File: src/svf_pkg.sv
// ----------------------------------------------------------------------------
// svf_pkg: shared types and constants for the state variable filter
// Widths, shift amounts, register indexes and the multiply unit's control word.
// ----------------------------------------------------------------------------
package svf_pkg;

	localparam int SAMPLE_W = 16;
	localparam int STATE_W  = 32;
	localparam int COEFF_W  = 9;
	localparam int DAMP_W   = 16;
	localparam int MODE_W   = 2;
	localparam int MUL_B_W  = 16;
	localparam int CFG_IDX_W  = 2;
	localparam int CFG_DATA_W = 16;

	localparam int DAMP_SHIFT = 14;
	localparam int FREQ_SHIFT = 8;

	// configuration register indexes
	localparam logic [CFG_IDX_W-1:0] REG_FREQ_COEFF    = 2'd0;
	localparam logic [CFG_IDX_W-1:0] REG_DAMPING       = 2'd1;
	localparam logic [CFG_IDX_W-1:0] REG_RESPONSE_MODE = 2'd2;

	// response select codes
	localparam logic [MODE_W-1:0] MODE_HIGHPASS = 2'd0;
	localparam logic [MODE_W-1:0] MODE_LOWPASS  = 2'd1;
	localparam logic [MODE_W-1:0] MODE_BANDPASS = 2'd2;
	localparam logic [MODE_W-1:0] MODE_NOTCH    = 2'd3;

	typedef struct packed {
		logic en;          // load a new product
		logic damp_shift;  // 1: shift by DAMP_SHIFT, 0: by FREQ_SHIFT
	} mul_ctl_t;

endpackage

File: src/svf_mul.sv
// ----------------------------------------------------------------------------
// svf_mul: shared multiply and scale unit
// Registers the low 32 bits of a 32 x 16 product and presents it arithmetically
// shifted right by the amount chosen with the operands.
// ----------------------------------------------------------------------------
module svf_mul (
	input  logic                                clk,
	input  logic                                arst_n,
	input  svf_pkg::mul_ctl_t                   ctl,
	input  logic [svf_pkg::STATE_W-1:0]         op_a,
	input  logic [svf_pkg::MUL_B_W-1:0]         op_b,
	output logic signed [svf_pkg::STATE_W-1:0]  res
);

	logic [svf_pkg::STATE_W-1:0]                  full_prod;
	logic [svf_pkg::STATE_W-1:0]                  prod_q;
	logic                                         damp_shift_q;

	// only the low 32 bits of the product matter: the states wrap
	assign full_prod = op_a * svf_pkg::STATE_W'(op_b);

	always_ff @(posedge clk or negedge arst_n) begin
		if (!arst_n) begin
			damp_shift_q <= 1'b0;
		end else if (ctl.en) begin
			damp_shift_q <= ctl.damp_shift;
		end
	end

	always_ff @(posedge clk) begin
		if (ctl.en) begin
			prod_q <= full_prod;
		end
	end

	assign res = damp_shift_q ? ($signed(prod_q) >>> svf_pkg::DAMP_SHIFT)
	                          : ($signed(prod_q) >>> svf_pkg::FREQ_SHIFT);

endmodule

File: src/svf_seq.sv
// ----------------------------------------------------------------------------
// svf_seq: filter sequencer and integrator states
// Steps one sample through high, band and low updates on the shared multiplier.
// ----------------------------------------------------------------------------
module svf_seq (
	input  logic                               clk,
	input  logic                               arst_n,
	input  logic                               start,
	input  logic [svf_pkg::SAMPLE_W-1:0]       sample,
	input  logic [svf_pkg::COEFF_W-1:0]        freq_coeff,
	input  logic [svf_pkg::DAMP_W-1:0]         damping,
	input  logic [svf_pkg::MODE_W-1:0]         response_mode,
	input  logic                               res_take,
	output logic                               idle,
	output logic                               res_valid,
	output logic [svf_pkg::SAMPLE_W-1:0]       res_data
);

	localparam logic [2:0] ST_IDLE = 3'd0;
	localparam logic [2:0] ST_HIGH = 3'd1;
	localparam logic [2:0] ST_MULH = 3'd2;
	localparam logic [2:0] ST_BAND = 3'd3;
	localparam logic [2:0] ST_MULB = 3'd4;
	localparam logic [2:0] ST_LOW  = 3'd5;

	logic [2:0]                         state_q;
	logic [svf_pkg::STATE_W-1:0]        band_q;
	logic [svf_pkg::STATE_W-1:0]        low_q;
	logic [svf_pkg::STATE_W-1:0]        high_q;
	logic signed [svf_pkg::SAMPLE_W-1:0] x_q;

	svf_pkg::mul_ctl_t                  mul_ctl;
	logic [svf_pkg::STATE_W-1:0]        mul_a;
	logic [svf_pkg::MUL_B_W-1:0]        mul_b;
	logic signed [svf_pkg::STATE_W-1:0] mul_res;
	logic [svf_pkg::STATE_W-1:0]        low_new;
	logic [svf_pkg::STATE_W-1:0]        sel;

	svf_mul u_mul (
		.clk    (clk),
		.arst_n (arst_n),
		.ctl    (mul_ctl),
		.op_a   (mul_a),
		.op_b   (mul_b),
		.res    (mul_res)
	);

	always_comb begin
		mul_ctl.en         = 1'b0;
		mul_ctl.damp_shift = 1'b0;
		mul_a              = band_q;
		mul_b              = svf_pkg::MUL_B_W'(freq_coeff);
		unique case (state_q)
			ST_IDLE: begin
				// damping * band does not depend on the sample: start it on the transfer
				mul_ctl.en         = start;
				mul_ctl.damp_shift = 1'b1;
				mul_b              = damping;
			end
			ST_MULH: begin
				mul_ctl.en = 1'b1;
				mul_a      = high_q;
			end
			ST_MULB: begin
				mul_ctl.en = 1'b1;
			end
			default: begin
			end
		endcase
	end

	assign low_new = low_q + svf_pkg::STATE_W'(mul_res);

	always_comb begin
		unique case (response_mode)
			svf_pkg::MODE_HIGHPASS: sel = high_q;
			svf_pkg::MODE_LOWPASS:  sel = low_new;
			svf_pkg::MODE_BANDPASS: sel = band_q;
			default:                sel = high_q + low_new;
		endcase
	end

	assign idle      = (state_q == ST_IDLE);
	assign res_valid = (state_q == ST_LOW);
	assign res_data  = sel[svf_pkg::SAMPLE_W-1:0];

	always_ff @(posedge clk or negedge arst_n) begin
		if (!arst_n) begin
			state_q <= ST_IDLE;
			band_q  <= '0;
			low_q   <= '0;
		end else begin
			unique case (state_q)
				ST_IDLE: if (start) state_q <= ST_HIGH;
				ST_HIGH: state_q <= ST_MULH;
				ST_MULH: state_q <= ST_BAND;
				ST_BAND: begin
					band_q  <= band_q + svf_pkg::STATE_W'(mul_res);
					state_q <= ST_MULB;
				end
				ST_MULB: state_q <= ST_LOW;
				ST_LOW: begin
					// hold until the output register can take the result
					if (res_take) begin
						low_q   <= low_new;
						state_q <= ST_IDLE;
					end
				end
				default: state_q <= ST_IDLE;
			endcase
		end
	end

	always_ff @(posedge clk) begin
		if (idle && start) begin
			x_q <= sample;
		end
		if (state_q == ST_HIGH) begin
			high_q <= svf_pkg::STATE_W'(x_q) - low_q - svf_pkg::STATE_W'(mul_res);
		end
	end

endmodule

File: src/state_variable_filter_core.sv
// ----------------------------------------------------------------------------
// state_variable_filter_core: Chamberlin state variable filter
// Two-integrator filter on 16-bit samples with selectable response.
// ----------------------------------------------------------------------------
//  channel  | direction | payload
//  s_*      | in        | tdata[15:0] sample_in
//  m_*      | out       | tdata[15:0] sample_out
//  cfg_*    | in        | cfg_index[1:0], cfg_data[15:0]
//
// Each sample passes through the high, band and low steps before its result reaches
// the output register, steps set by three dependent products on one 32 x 16 multiplier;
// the next sample is taken only once the sequencer is back in idle.
// s_tready is high only while the sequencer is idle; a result may wait in the
// output register while the next sample is taken in. Reset clears both integrators,
// the registers and the output valid; a stalled output holds the last step.
module state_variable_filter_core (
	input  logic                                clk,
	input  logic                                arst_n,
	input  logic                                s_tvalid,
	output logic                                s_tready,
	input  logic [svf_pkg::SAMPLE_W-1:0]        s_tdata,   // [15:0] sample_in
	output logic                                m_tvalid,
	input  logic                                m_tready,
	output logic [svf_pkg::SAMPLE_W-1:0]        m_tdata,   // [15:0] sample_out
	input  logic                                cfg_valid,
	output logic                                cfg_ready,
	input  logic [svf_pkg::CFG_IDX_W-1:0]       cfg_index,
	input  logic [svf_pkg::CFG_DATA_W-1:0]      cfg_data
);

	logic [svf_pkg::COEFF_W-1:0]  freq_coeff_q;
	logic [svf_pkg::DAMP_W-1:0]   damping_q;
	logic [svf_pkg::MODE_W-1:0]   response_mode_q;
	logic                         m_tvalid_q;
	logic [svf_pkg::SAMPLE_W-1:0] m_tdata_q;
	logic                         seq_idle;
	logic                         res_valid;
	logic                         res_take;
	logic [svf_pkg::SAMPLE_W-1:0] res_data;

	assign cfg_ready = 1'b1;
	assign s_tready  = seq_idle;
	assign res_take  = !m_tvalid_q || m_tready;
	assign m_tvalid  = m_tvalid_q;
	assign m_tdata   = m_tdata_q;

	svf_seq u_seq (
		.clk           (clk),
		.arst_n        (arst_n),
		.start         (s_tvalid && seq_idle),
		.sample        (s_tdata),
		.freq_coeff    (freq_coeff_q),
		.damping       (damping_q),
		.response_mode (response_mode_q),
		.res_take      (res_take),
		.idle          (seq_idle),
		.res_valid     (res_valid),
		.res_data      (res_data)
	);

	always_ff @(posedge clk or negedge arst_n) begin
		if (!arst_n) begin
			freq_coeff_q    <= '0;
			damping_q       <= '0;
			response_mode_q <= svf_pkg::MODE_HIGHPASS;
		end else if (cfg_valid) begin
			unique case (cfg_index)
				svf_pkg::REG_FREQ_COEFF:    freq_coeff_q    <= cfg_data[svf_pkg::COEFF_W-1:0];
				svf_pkg::REG_DAMPING:       damping_q       <= cfg_data[svf_pkg::DAMP_W-1:0];
				svf_pkg::REG_RESPONSE_MODE: response_mode_q <= cfg_data[svf_pkg::MODE_W-1:0];
				default: begin
					// drop writes to unknown indexes
				end
			endcase
		end
	end

	always_ff @(posedge clk or negedge arst_n) begin
		if (!arst_n) begin
			m_tvalid_q <= 1'b0;
		end else if (res_take) begin
			m_tvalid_q <= res_valid;
		end
	end

	always_ff @(posedge clk) begin
		if (res_take && res_valid) begin
			m_tdata_q <= res_data;
		end
	end

	// a sample transfer starts the sequence, so the input side closes next cycle
	a_busy_after_in: assert property (@(posedge clk) disable iff (!arst_n)
		(s_tvalid && s_tready) |=> !s_tready)
		else $error("input accepted twice in a row");

	// no result can appear the cycle after a sample transfer
	a_no_early_out: assert property (@(posedge clk) disable iff (!arst_n)
		(s_tvalid && s_tready) |=> !$rose(m_tvalid))
		else $error("result appeared too early");

	// a new result is only loaded while the sequencer is in its last step
	a_out_from_seq: assert property (@(posedge clk) disable iff (!arst_n)
		$rose(m_tvalid) |-> $past(!s_tready))
		else $error("result loaded while idle");

endmodule

File: config.mk
export PLATFORM = sky130hd
export DESIGN_NAME = state_variable_filter_core
export DESIGN_NICKNAME = d
export VERILOG_FILES = /design/src/svf_pkg.sv /design/src/svf_mul.sv /design/src/svf_seq.sv /design/src/state_variable_filter_core.sv
export SDC_FILE = /design/constraint.sdc
export NUM_CORES = 1
export LEC_CHECK = 0
export BUFFER_PORTS_ARGS = -buffer_cell sky130_fd_sc_hd__buf_4
export CORE_MARGIN = 5
export CORE_UTILIZATION = 50
export DETAILED_ROUTE_END_ITERATION = 7
export PLACE_DENSITY = 0.69
export RECOVER_POWER = 100
export SETUP_SLACK_MARGIN = 0.4
export SYNTH_ARGS = -nofsm -noshare
export SYNTH_HDL_FRONTEND = slang
export SYNTH_HIERARCHICAL = 1
export SYNTH_SLANG_ARGS = --single-unit
File: constraint.sdc
create_clock -name clk -period 12.6 [get_ports clk]
set_input_delay 0 -clock clk [delete_from_list [all_inputs] [get_ports clk]]
set_output_delay 0 -clock clk [all_outputs]
set_load 0.005 [all_outputs]
After elaboration in Yosys (flattened, before gate mapping) --
Cells that the tools add are included. Widths: inputs -> output; s select.
Storage, ports and cells: memory bits (read-only) 0, word-level logic and storage cells 52, register bits after elaboration 192, memories 0, output and inout port bits 19, bits of input ports 39, latch bits 0, memory bits (writable) 0
Operators by class: reduce and logical (&&, ||, !) cells 14, magnitude comparators 0, bitwise gates (word level) 0, multiplexer cells 9, $mul 1, shift-type cells 0, equality and inequality tests 11, divide/modulo/power cells 0, $add $sub $neg 5
Operator list (count):
- $add 32x32->32 | 2
- $sub 32x32->32 | 2
- $pmux 16 s3 | 1
- $mul 32x16->32 | 1
- $mux 32 | 1
- $mux 23 | 1
- $pmux 3 s6 | 1
- $add 16x16->16 | 1
- $mux 16 | 1
- $reduce_and 2->1 | 5
- $eq 3x2->1 const B | 2
- $eq 3x3->1 const B | 2
- $mux 3 | 2
- $eq 2x1->1 const B | 2
- $eq 2x2->1 const B | 2
- $logic_not 2->1 | 2
- $ne 2x1->1 const B | 2
- $eq 3x1->1 const B | 1
- $logic_and 1x1->1 | 3
- $logic_not 3->1 | 1
- $pmux 1 s2 | 1
- $reduce_or 2->1 | 1
- $logic_not 1->1 | 1
- $logic_or 1x1->1 | 1
- $mux 1 | 1

Logic depth before layout (Yosys ltp) --
Gate-level depths: netlist (run 1).
depth after elaboration 4, mapped depth 27, mapped depth without buffers 24

Modules after synthesis --
Netlist (run 1), hierarchy kept.
Modules (own cells, without submodules):
- svf_mul | area an instance 12319.3 sq um, seq. area each 745.7 sq um, instances 1, cells an instance 1374
- svf_seq | area an instance 11608.6 sq um, seq. area each 3118.0 sq um, instances 1, cells an instance 1233
- state_variable_filter_core | area an instance 1617.8 sq um, seq. area each 1181.1 sq um, instances 1, cells an instance 82

Worst setup path after synthesis (run 1) --
OpenSTA, ideal clock, no wires.
path type flip-flop to flip-flop, start point register u_seq.state_q[2], end point register u_seq/u_mul/prod_q[31] (netlist bit) (data pin), setup time 0.258 ns, cell stages (with the launch flop) 26, data required time 12.342 ns, data arrival time 7.331 ns, path slack 5.011 ns, buffers on the path 4, clock period less this slack 7.589 ns, cell sequence dfrtp_1 -> clkbuf_1 -> nor3_1 -> clkbuf_1 -> and2_1 -> clkbuf_1 -> clkbuf_1 -> nand2_1 -> fa_1 -> inv_1 -> fa_1 -> fa_1 -> fa_1 -> fa_1 -> inv_1 -> fa_1 -> inv_1 -> ha_1 -> a21o_1 -> a21o_1 -> a221oi_2 -> o2111ai_1 -> a31o_2 -> a21oi_2 -> o21ba_1 -> xnor2_1
On the way: word-level cells in the longest chain between the ends 3, elaborated cells on any way between the ends 5, those cells by class 1 x mul; 1 x eq/ne; 2 x mux; 1 x reduce/logical
Ends and longest elaborated chain:
- from (decl) | RTL line svf_seq.sv:26 | logic [2:0] state_q;
- from (signal assigned) | RTL line svf_seq.sv:89 | state_q <= ST_IDLE;
- from (signal assigned) | RTL line svf_seq.sv:94 | ST_IDLE: if (start) state_q <= ST_HIGH;
- from (signal assigned) | RTL line svf_seq.sv:95 | ST_HIGH: state_q <= ST_MULH;
- $logic_not 3->1
- via s_tready | RTL line state_variable_filter_core.sv:20 | output logic s_tready,
- $mux 16 | RTL line svf_seq.sv:53 | unique case (state_q)
- via u_seq.mul_b (one bit) | RTL line svf_seq.sv:34 | logic [svf_pkg::MUL_B_W-1:0] mul_b;
- $mul 32x16->32 | RTL line svf_mul.sv:20 | assign full_prod = op_a * svf_pkg::STATE_W'(op_b);
- via u_seq.u_mul.full_prod (one bit) | RTL line svf_mul.sv:15 | logic [svf_pkg::STATE_W-1:0] full_prod;
- to (signal assigned) | RTL line svf_mul.sv:32 | prod_q <= full_prod;
- to (decl) | RTL line svf_mul.sv:16 | logic [svf_pkg::STATE_W-1:0] prod_q;
The timed path passes the listed nets, and every way through them passes these cells. A chain may end at the register's enable or synchronous reset.

Worst setup path in the final report (run 1) --
start point register u_seq.state_q[1], end point register u_seq/u_mul/prod_q[31] (netlist bit) (data pin)
On the way: word-level cells in the longest chain between the ends 3, elaborated cells on any way between the ends 5, those cells by class 1 x mul; 1 x eq/ne; 2 x mux; 1 x reduce/logical
Ends and longest elaborated chain:
- $eq 3x2->1 | RTL line svf_seq.sv:53
- $mux 32 | RTL line svf_seq.sv:53
- via u_seq.mul_a (one bit) | RTL line svf_seq.sv:33 | logic [svf_pkg::STATE_W-1:0] mul_a;
- $mul 32x16->32 | RTL line svf_mul.sv:20
- via u_seq.u_mul.full_prod (one bit) | RTL line svf_mul.sv:15
The timed path passes the listed nets, and every way through them passes these cells.

==> results of run 1 <==
==> final cells by class <==
cell class              count  share of cell area, %
clock buffers              17                   1.56
clock inverters            15                  0.589
inverters                 443                   6.11
multi-input cells        1949                   67.1
flip-flops and latches    184                   18.5
well taps                 672                   3.09
repair buffers            106                   3.03
==> Yosys cell counts, types with 88 or more instances <==
master	instances
a21oi_1	113
dfrtp_1	96
fa_1	337
ha_1	205
edfxtp_1	88
nand2_1	342
clkbuf_1	96
mux2_2	90
xnor2_1	93
and2_1	168
o21ai_0	93
inv_1	443
==> metal layers <==
layer / vias up / part of all wire, % / GRT usage, %
li1: 8676 / - / -
met4: 0 / 3.9 / 8.88
met3: 123 / 5.3 / 3.36
met2: 572 / 48 / 37.3
met5: - / 0 / 0
met1: 9393 / 43 / 30.2
==> worst max-delay path: cells and delay by family (launching register included) <==
family | cells | cell delay [ns]
flip-flops | 1 | 0.53
XOR/XNOR | 1 | 0.07
buffers and inverters | 6 | 1.77
AND/OR/NAND/NOR | 2 | 0.40
adder cells (fa/ha/maj) | 7 | 3.47
AO/OA/AOI/OAI | 7 | 1.75
multiplexers | 1 | 0.71
==> state kept, by name (all words and copies together), names as in the netlist, 2 cells and up <==
signal and count:
response_mode_q 2, u_seq/band_q 32, damping_q 16, freq_coeff_q 9, m_tdata 16, u_seq/state_q 3
u_seq/high_q 32, u_seq/x_q 16, u_seq/u_mul/prod_q 24, u_seq/low_q 32
==> path summary, 6_finish.rpt <==
path / cells past startpoint / slack (ns) / endpoint
max in group asynchronous: 3 / 7.81 / u_seq/low_q[3]
setup reg to reg: 24 / 3.60 / u_seq/u_mul/prod_q[31]
hold / removal: 6 / 0.17 / u_seq/state_q[0]
setup / recovery: 24 / 3.60 / u_seq/u_mul/prod_q[31]
min in group asynchronous: 2 / 1.11 / damping_q[10]
hold reg to reg: 1 / 0.48 / u_seq/band_q[31]
==> metrics by stage <==
stage | setup WS (ns) | instance area (um^2)
2_1_floorplan | 5.01 | 25500
6_report | 3.60 | 27200
3_5_place_dp | 5.06 | 26500
3_3_place_gp | 5.20 | 26500
4_1_cts | 5.03 | 27400
5_1_grt | 2.96 | 27200
==> kinds of logic after synthesis <==
group | Yosys count | share of synthesized area, %
fa+ha+maj | 542 | 36.5
compound gates | 420 | 10.9
buf+inv | 556 | 8.39
simple gates | 724 | 13.7
mux | 118 | 5.90
other cells | 1 | 0.0147
flops | 184 | 19.7
xor+xnor | 144 | 4.94
==> repair_timing <==
item,CTS,global route
gates resized for setup,0,0
endpoints found under the hold margin,99,0
hold buffers,37,0
==> results.md, run 1 <==
* Slew Viols, Final at 284
* Placed Cells at 3,317
* Yosys warnings at 6
* Failing checks: capacitance limit, slew limit
* Final setup viols at 0
* Final wirelength at 62,500 um
* Crit path max fanout at 34
* Global-route wire length before repair at 102,000 um
* Crit share post-route at 71.5%
* Initial Utilization at 50.7%
* Post-synth EDFFs at 88
* Outcome: finished with violations
* Worst setup EP type: flop
* Num CTS Buffers at 17
* CTS max path bufs at 2
* # diodes at 0
* Die Y at 236 um
* H-tree depth at 4
* Post-synthesis register bit count at 184
* CTS sink count at 184
* CP max stage delay at 1.53 ns
* Gp weighted congestion at 0.934
* Port Buffers at 56
* Core Box Area at 50,400 um^2
* Netlist cell types at 85
* CTS root buf: clkbuf_16
* Vias in the first global route at 19,600
* Critical path type: reg -> reg
* Top post-synthesis cells by area: fa_1 26%, edfxtp_1 10%, ha_1 10%, dfrtp_1 9.4%, inv_1 6.5%
* Vias post-DR at 18,800
* Clock-pin slew on the worst setup and hold paths at 0.06 ns
* Min-Delay Startpoint: s_tvalid
* Die width at 236 um
* Grt ovf at 0
* NumNets Final at 3,282
* Top cell type by total area after synthesis: fa_1
* WP data arrival at 9.20 ns
* Actual slew at the worst max-slew pin at 3.20 ns
* Primary FF master, synth: dfrtp_1
* Slowest cell on the critical path: clkbuf_1
* Post-DP HPWL at 49,700 um
* Setup Buffers After CTS at 0
* Worst-skew pair later-pin latency at 0.46 ns
* Worst setup SP type: flop
* Max-cap violations at 6
* Top-area cell type share of the netlist area at 26.4%
* CTS tree: done
* Via density at 5.54
* Final Hold Viols at 0
* Synth Net Count at 3,270
* All-Layer GR Usage at 22.6%
* Hold Slack at 0.172 ns
* CP Cell Sequence: nor3b_1 > clkbuf_1 > mux2_1 > nand2_1 > fa_1 > inv_1 > fa_1 > inv_1 > fa_1 > inv_1 > fa_1 > fa_1 > inv_1 > fa_1 > inv_1 > ha_1 > a21o_1 > a21o_1 > a221oi_1 > o2111ai_1 > a31o_2 > a21oi_1 > o21ba_1 > xnor2_1
* First drt pass iteration count at 7
* Cell Area, Synth at 25,500 um^2
* Post-synthesis cell count at 2,689
* I/O pin count at 58
* Worst EP required at 12.80 ns
* Top cell by count, worst path: fa_1
* Number of remaining DRC errors at 0
* Unrepaired setup endpoints after global routing: false
* Multi-input combinational cell area at 18,200 um^2
* Worst Setup SP: u_seq/state_q[1]
* Synthesized area per cell at 9.50 um^2
* Initial drt markers at 1,187
* Layout cell share with drive strength beyond 1 at 7.11%
* Hold WC Path Type: in -> reg
* Final core occ at 54.0%
* Filler Cell Count at 4,546
* Finished Layout Cells at 3,386
* Ys async rst share at 52.2%
* Pin count of the biggest net entering global routing at 65
* Final min period at 9.00 ns
* Routed Antenna Nets at 0
* Register area at 5040 um^2
* P&R area growth vs syn at 6.50%
* Reg2reg start: u_seq/state_q[1]
* Setup TNS at 0 ns
* Initial antenna violation count at 0
* Commonest cells after routing, fill and taps aside: 443 x inv_1, 343 x nand2_1, 337 x fa_1
* Rows at 82
* Peak Freq at 111 MHz
* Area of the die at 55,700 um^2
* Clock Skew at 0.0146 ns
* WL/cell at 18.5 um
* Max-slew headroom at -114%
* Most common cell after layout, fill and taps aside: inv_1
* Post-synthesis sequential area ratio at 19.7%
Power of run 1 is left out: the tool's default activity adds up to more than one toggle a clock period on the data nets, which glitch-free logic cannot reach.
==> run 2, diff against run 1 <==
Clock period 12.6 ns to 8.4 ns, I/O delays scaled along.
==> run 2 against run 1 <==
Net effect: the flow still finishes with violations (capacitance limit, slew limit); worst setup slack lost 2.9 ns; utilization grew 0.22 points; fmax increased by 16%; design area is 0.41% higher; via count about the same; first-iteration DRC count up 2.6%; global-route usage rose by 0.44 points; flip-flop and latch count unchanged; cell count increased by 0.27%; die area stayed put; worst hold slack improved by 0.011 ns; register-to-register slack lost 2.9 ns; highest routed layer unchanged.
==> results.md, run 2 (synthesized netlist as in run 1, its figures left out) <==
* # diodes at 0 (unchanged)
* Dpl cell area at 26,500 um^2 (+0.30%)
* CTS tree: done
* Finished Layout Cells at 3,395 (+0.27%)
* Port Buffers at 56 (unchanged)
* Core Box Area at 50,400 um^2 (unchanged)
* Worst Hold Path Cells at 6 (unchanged)
* Placed Cells at 3,326 (+0.27%)
* Crit path max fanout at 28 (-18%)
* Failing checks: capacitance limit, slew limit
* Flop2flop setup slack at 0.66 ns (-2.94 ns)
* Largest registers: u_seq/band_q (32), u_seq/high_q (32), u_seq/low_q (32)
* WL/cell at 18.5 um (+0.19%)
* First drt pass iteration count at 7 (unchanged)
* Hold endpoint: u_seq/state_q[0]
* I/O pin count at 58 (unchanged)
* Reg2reg start: u_seq/state_q[2]
* Clock Skew at 0.0135 ns (-0.00110 ns)
* Max-cap violations at 7 (+1)
* Die width at 236 um (unchanged)
* Pin count of the biggest net entering global routing at 65 (unchanged)
* Min-Delay Startpoint: s_tvalid
* Slew Viols, Final at 285 (+0.35%)
* NumNets Final at 3,291 (+0.27%)
* Hold WC Path Type: in -> reg
* Vias in the first global route at 20,000 (+1.8%)
* H-tree depth at 4 (unchanged)
* Rows at 82 (unchanged)
* Hold Slack at 0.183 ns (+0.0108 ns)
* Final wirelength at 62,800 um (+0.46%)
* Clock-pin slew on the worst setup and hold paths at 0.07 ns (about the same)
* Initial drt markers at 1,218 (+2.6%)
* Grt ovf at 0 (unchanged)
* Reg2reg path depth at 24 (unchanged)
* Unrepaired setup endpoints after global routing: false
* Most common cell after layout, fill and taps aside: inv_1
* Worst setup EP type: flop
* Final setup viols at 0 (unchanged)
* CTS max path bufs at 2 (unchanged)
* Final Hold Viols at 0 (unchanged)
* Gp weighted congestion at 0.926 (-0.82%)
* P&R area growth vs syn at 6.94%
* Die Y at 236 um (unchanged)
* Layout cell share with drive strength beyond 1 at 7.90% (+0.78 points)
* Worst-skew pair later-pin latency at 0.47 ns (about the same)
* Max-slew headroom at -112% (+1.6 points)
* Crit share post-route at 92.2% (+21 points)
* Via density at 5.52 (-0.33%)
* FF-to-FF End: u_seq/u_mul/prod_q[31]
* CTS sink count at 184 (unchanged)
* Worst EP required at 8.61 ns (-4.19 ns)
* Critical path type: reg -> reg
* Initial antenna violation count at 0 (unchanged)
* Commonest cells after routing, fill and taps aside: 443 x inv_1, 343 x nand2_1, 337 x fa_1
* Post-DP HPWL at 49,300 um (-0.80%)
* Final min period at 7.74 ns (-1.26 ns)
* Num CTS Buffers at 17 (unchanged)
* Area of the die at 55,700 um^2 (unchanged)
* WP data arrival at 7.96 ns (-1.24 ns)
* Setup TNS at 0 ns (unchanged)
* Peak Freq at 129 MHz (+16%)
* All-Layer GR Usage at 23.0% (+0.44 points)
* Outcome: finished with violations
* Routed Antenna Nets at 0 (unchanged)
* Final instance area at 27,300 um^2 (+0.41%)
* CTS root buf: clkbuf_16
* Actual slew at the worst max-slew pin at 3.18 ns (-0.0241 ns)
* Number of remaining DRC errors at 0 (unchanged)
* Vias post-DR at 18,800 (-0.064%)
* Initial Utilization at 50.7% (unchanged)
* Global-route wire length before repair at 105,000 um (+2.8%)
* Worst setup SP type: flop
* Setup Buffers After CTS at 0 (unchanged)
==> run 2: cell count changes in the layout (fill, tap and decap cells not counted), sizes merged <==
cell / change
bufinv: -2
clkbuf: -3
inv: +5
clkinv: -4
buf: +13
==> run 2: critical path: stages, from the launching register on <==
cell	delay (ns)
dfrtp_1	0.55
nor3_4	0.37
buf_4	0.29
mux2_2	0.62
nand2_1	0.15
fa_1	0.51
inv_1	0.06
fa_1	0.54
inv_1	0.06
fa_1	0.49
inv_1	0.05
fa_1	0.47
fa_1	0.55
inv_1	0.05
fa_1	0.53
inv_1	0.04
ha_1	0.35
a21o_1	0.18
a21o_1	0.18
a221oi_1	0.38
o2111ai_1	0.30
a31o_2	0.32
a21oi_1	0.22
o21ba_1	0.16
xnor2_1	0.07
==> run 2: per-stage QoR <==
step	setup slack, ns	utilization (%)
after floorplan	0.811	-
after global placement	0.871	52.7
after detailed placement	0.652	52.7
after CTS	0.624	54.5
after global routing	0.319	54.2
final	0.656	54.2
==> run 2: final cells by class <==
| class | instances | area [um^2] |
|---|---|---|
| tap | 672 | 841 |
| inverter | 443 | 1660 |
| timing repair buffer | 115 | 931 |
| clock inverter | 14 | 128 |
| sequential | 184 | 5040 |
| multi-input combinational | 1949 | 18300 |
| clock buffer | 18 | 429 |
| fill | 4547 | 23100 |
==> run 2: worst max path at each step <==
stage,slack (ns),endpoint,startpoint,cells after the start
finish,0.66,u_seq/u_mul/prod_q[31],u_seq/state_q[2],24
global route,0.32,u_seq/u_mul/prod_q[31],u_seq/state_q[2],23
detailed placement,0.65,u_seq/u_mul/prod_q[31],u_seq/state_q[2],24
CTS,0.62,u_seq/u_mul/prod_q[31],u_seq/state_q[2],24
floorplan,0.81,u_seq/u_mul/prod_q[31],u_seq/state_q[2],25
global placement,0.87,u_seq/u_mul/prod_q[31],u_seq/state_q[2],24
==> run 2: per-layer routing <==
layer | vias to the layer above | part of all wire (%) | track usage (%)
li1 | 8709 | - | -
met2 | 500 | 50 | 39.9
met4 | 0 | 2.6 | 6.51
met5 | - | 0 | 0
met3 | 96 | 4.7 | 2.92
met1 | 9447 | 43 | 30.6
==> run 2: what timing repair did <==
action | in CTS | in global routing
setup endpoints to repair | 0 | 1
gates resized for setup | 0 | 6
endpoints found under the hold margin | 95 | 0
hold buffers | 37 | 0
Power of run 2 is left out for the same reason.
==> run 3, diff against run 2 <==
Settings changed: PLACE_DENSITY 0.69 to 0.75.
==> run 3 against run 2 <==
Net effect: the flow still finishes with violations (capacitance limit, slew limit); design area grew 0.13%; clock skew is essentially flat; sequential share of layout area is essentially flat.
==> results.md, run 3 (synthesized netlist as in run 1, its figures left out) <==
* H-tree depth at 4 (unchanged)
* Worst-skew pair later-pin latency at 0.46 ns (about the same)
* Actual slew at the worst max-slew pin at 3.23 ns (+0.0481 ns)
* Layout cell share with drive strength beyond 1 at 7.94% (+0.043 points)
* Area of the die at 55,700 um^2 (unchanged)
* Number of remaining DRC errors at 0 (unchanged)
* Setup TNS at 0 ns (unchanged)
* Hold WC Path Type: in -> reg
* Worst setup EP type: flop
* Largest registers: u_seq/band_q (32), u_seq/high_q (32), u_seq/low_q (32)
* Global-route wire length before repair at 103,000 um (-1.2%)
* CTS root buf: clkbuf_16
* Final wirelength at 63,600 um (+1.2%)
* Final Hold Viols at 0 (unchanged)
* WP data arrival at 8.01 ns (+0.05 ns)
* P&R area growth vs syn at 7.08%
* Outcome: finished with violations
* Pin count of the biggest net entering global routing at 65 (unchanged)
* Final core occ at 54.3% (+0.070 points)
* Routed Antenna Nets at 0 (unchanged)
* Worst EP required at 8.60 ns (about the same)
* # diodes at 0 (unchanged)
* Initial antenna violation count at 0 (unchanged)
* Initial drt markers at 1,432 (+18%)
* Initial Utilization at 50.7% (unchanged)
* Rows at 82 (unchanged)
* GRT busiest layer: met2
* CTS max path bufs at 2 (unchanged)
* Crit path max fanout at 34 (+21%)
* Commonest cells after routing, fill and taps aside: 443 x inv_1, 343 x nand2_1, 337 x fa_1
* First drt pass iteration count at 6 (-1)
* Critical path type: reg -> reg
* Grt met3 use at 3.27% (+0.35 points)
* Grt ovf at 0 (unchanged)
* CP max stage delay at 0.70 ns (+0.08 ns)
* Port Buffers at 56 (unchanged)
* Die width at 236 um (unchanged)
* Max-slew headroom at -115% (-3.2 points)
* Num CTS Buffers at 17 (unchanged)
* Final min period at 7.80 ns (+0.0588 ns)
* Unrepaired setup endpoints after global routing: false
* CTS tree: done
* NumNets Final at 3,289 (-0.061%)
* Vias in the first global route at 20,000 (+0.045%)
* Max-cap violations at 7 (unchanged)
* Worst setup SP type: flop
* Core Box Area at 50,400 um^2 (unchanged)
* Post-DP HPWL at 49,300 um (-0.15%)
* Final setup viols at 0 (unchanged)
* Slew Viols, Final at 292 (+2.5%)
* Met1 Use GR at 30.3% (-0.27 points)
* Vias post-DR at 19,100 (+1.6%)
* Met2 Use GR at 38.8% (-1.1 points)
* Clock Skew at 0.0134 ns (-0.000126 ns)
* All-Layer GR Usage at 22.8% (-0.24 points)
* Gp weighted congestion at 0.934 (+0.80%)
* Clock-pin slew on the worst setup and hold paths at 0.07 ns (about the same)
* Die Y at 236 um (unchanged)
* Failing checks: capacitance limit, slew limit
* I/O pin count at 58 (unchanged)
* WL/cell at 18.7 um (+1.2%)
* CP Cell Sequence: nor3b_1 > buf_6 > mux2_1 > and2_0 > fa_1 > fa_1 > fa_1 > fa_1 > fa_1 > inv_1 > fa_1 > inv_1 > ha_1 > a21o_1 > a21o_1 > a221oi_2 > o2111ai_1 > a31o_2 > a21oi_2 > o21ba_1 > xnor2_1
* Slowest cell on the critical path: mux2_1
* CTS sink count at 184 (unchanged)
* Via density at 5.62 (+1.7%)
* Most common cell after layout, fill and taps aside: inv_1
* Top cell by count, worst path: fa_1
* Crit share post-route at 92.9% (+0.70 points)
* Peak Freq at 128 MHz (-0.75%)
run 3: cell types whose count changed in the layout (fill, tap and decap cells not counted), sizes merged:
cell / change
inv: -5
clkinv: +3
buf: -2
bufinv: +1
clkinvlp: +1
run 3: final cells by class:
| cell class | count | area [um^2] |
|---|---|---|
| clock inverters | 14 | 159 |
| fillers | 4377 | 23000 |
| flip-flops and latches | 184 | 5040 |
| multi-input cells | 1949 | 18300 |
| well taps | 672 | 841 |
| inverters | 443 | 1660 |
| clock buffers | 18 | 429 |
| repair buffers | 113 | 915 |
run 3: path summary, 6_finish.rpt:
kind / from / to / slack (ns) / depth (start not counted)
min in group asynchronous: arst_n / damping_q[7] / 0.87 / 2
setup reg to reg: u_seq/state_q[1] / u_seq/u_mul/prod_q[31] / 0.60 / 21
setup / recovery: u_seq/state_q[1] / u_seq/u_mul/prod_q[31] / 0.60 / 21
max in group asynchronous: arst_n / u_seq/low_q[2] / 3.45 / 3
hold reg to reg: u_seq/band_q[31] / u_seq/band_q[31] / 0.48 / 1
hold / removal: s_tvalid / u_seq/state_q[0] / 0.22 / 6
run 3: metrics by stage:
stage          hold WS, ns  cells  setup slack (ns)  area [um^2]
4_1_cts             0.0910   3393             0.673        27500
5_1_grt              0.253   3393             0.236        27400
2_1_floorplan       -0.296   2689             0.811        25500
3_5_place_dp        0.0553   3324             0.676        26500
3_3_place_gp        0.0435   3324             0.848        26500
6_report             0.216   3393             0.597        27400
run 3: timing repair:
item | in CTS | in global routing
buffers inserted | 0 | 0
resized for setup | 0 | 11
setup endpoints to repair | 0 | 2
hold endpoints to repair | 87 | 0
hold buffers | 37 | 0
run 3: per-layer routing:
metal	part of all wire [%]	vias to the layer above	routed length [um]
met2	49	679	31300
li1	-	8691	-
met1	42	9562	26900
met5	0	-	0
met3	5.9	125	3720
met4	2.6	0	1660
run 3: critical path, delay by kind of cell, from the launching register on:
| family | cells | cell delay, ns |
|---|---|---|
| compound gates | 7 | 1.61 |
| fa+ha+maj | 7 | 3.46 |
| xor+xnor | 1 | 0.07 |
| buf+inv | 3 | 0.48 |
| simple gates | 2 | 0.61 |
| flops | 1 | 0.59 |
| mux | 1 | 0.70 |
Power of run 3 is left out for the same reason.
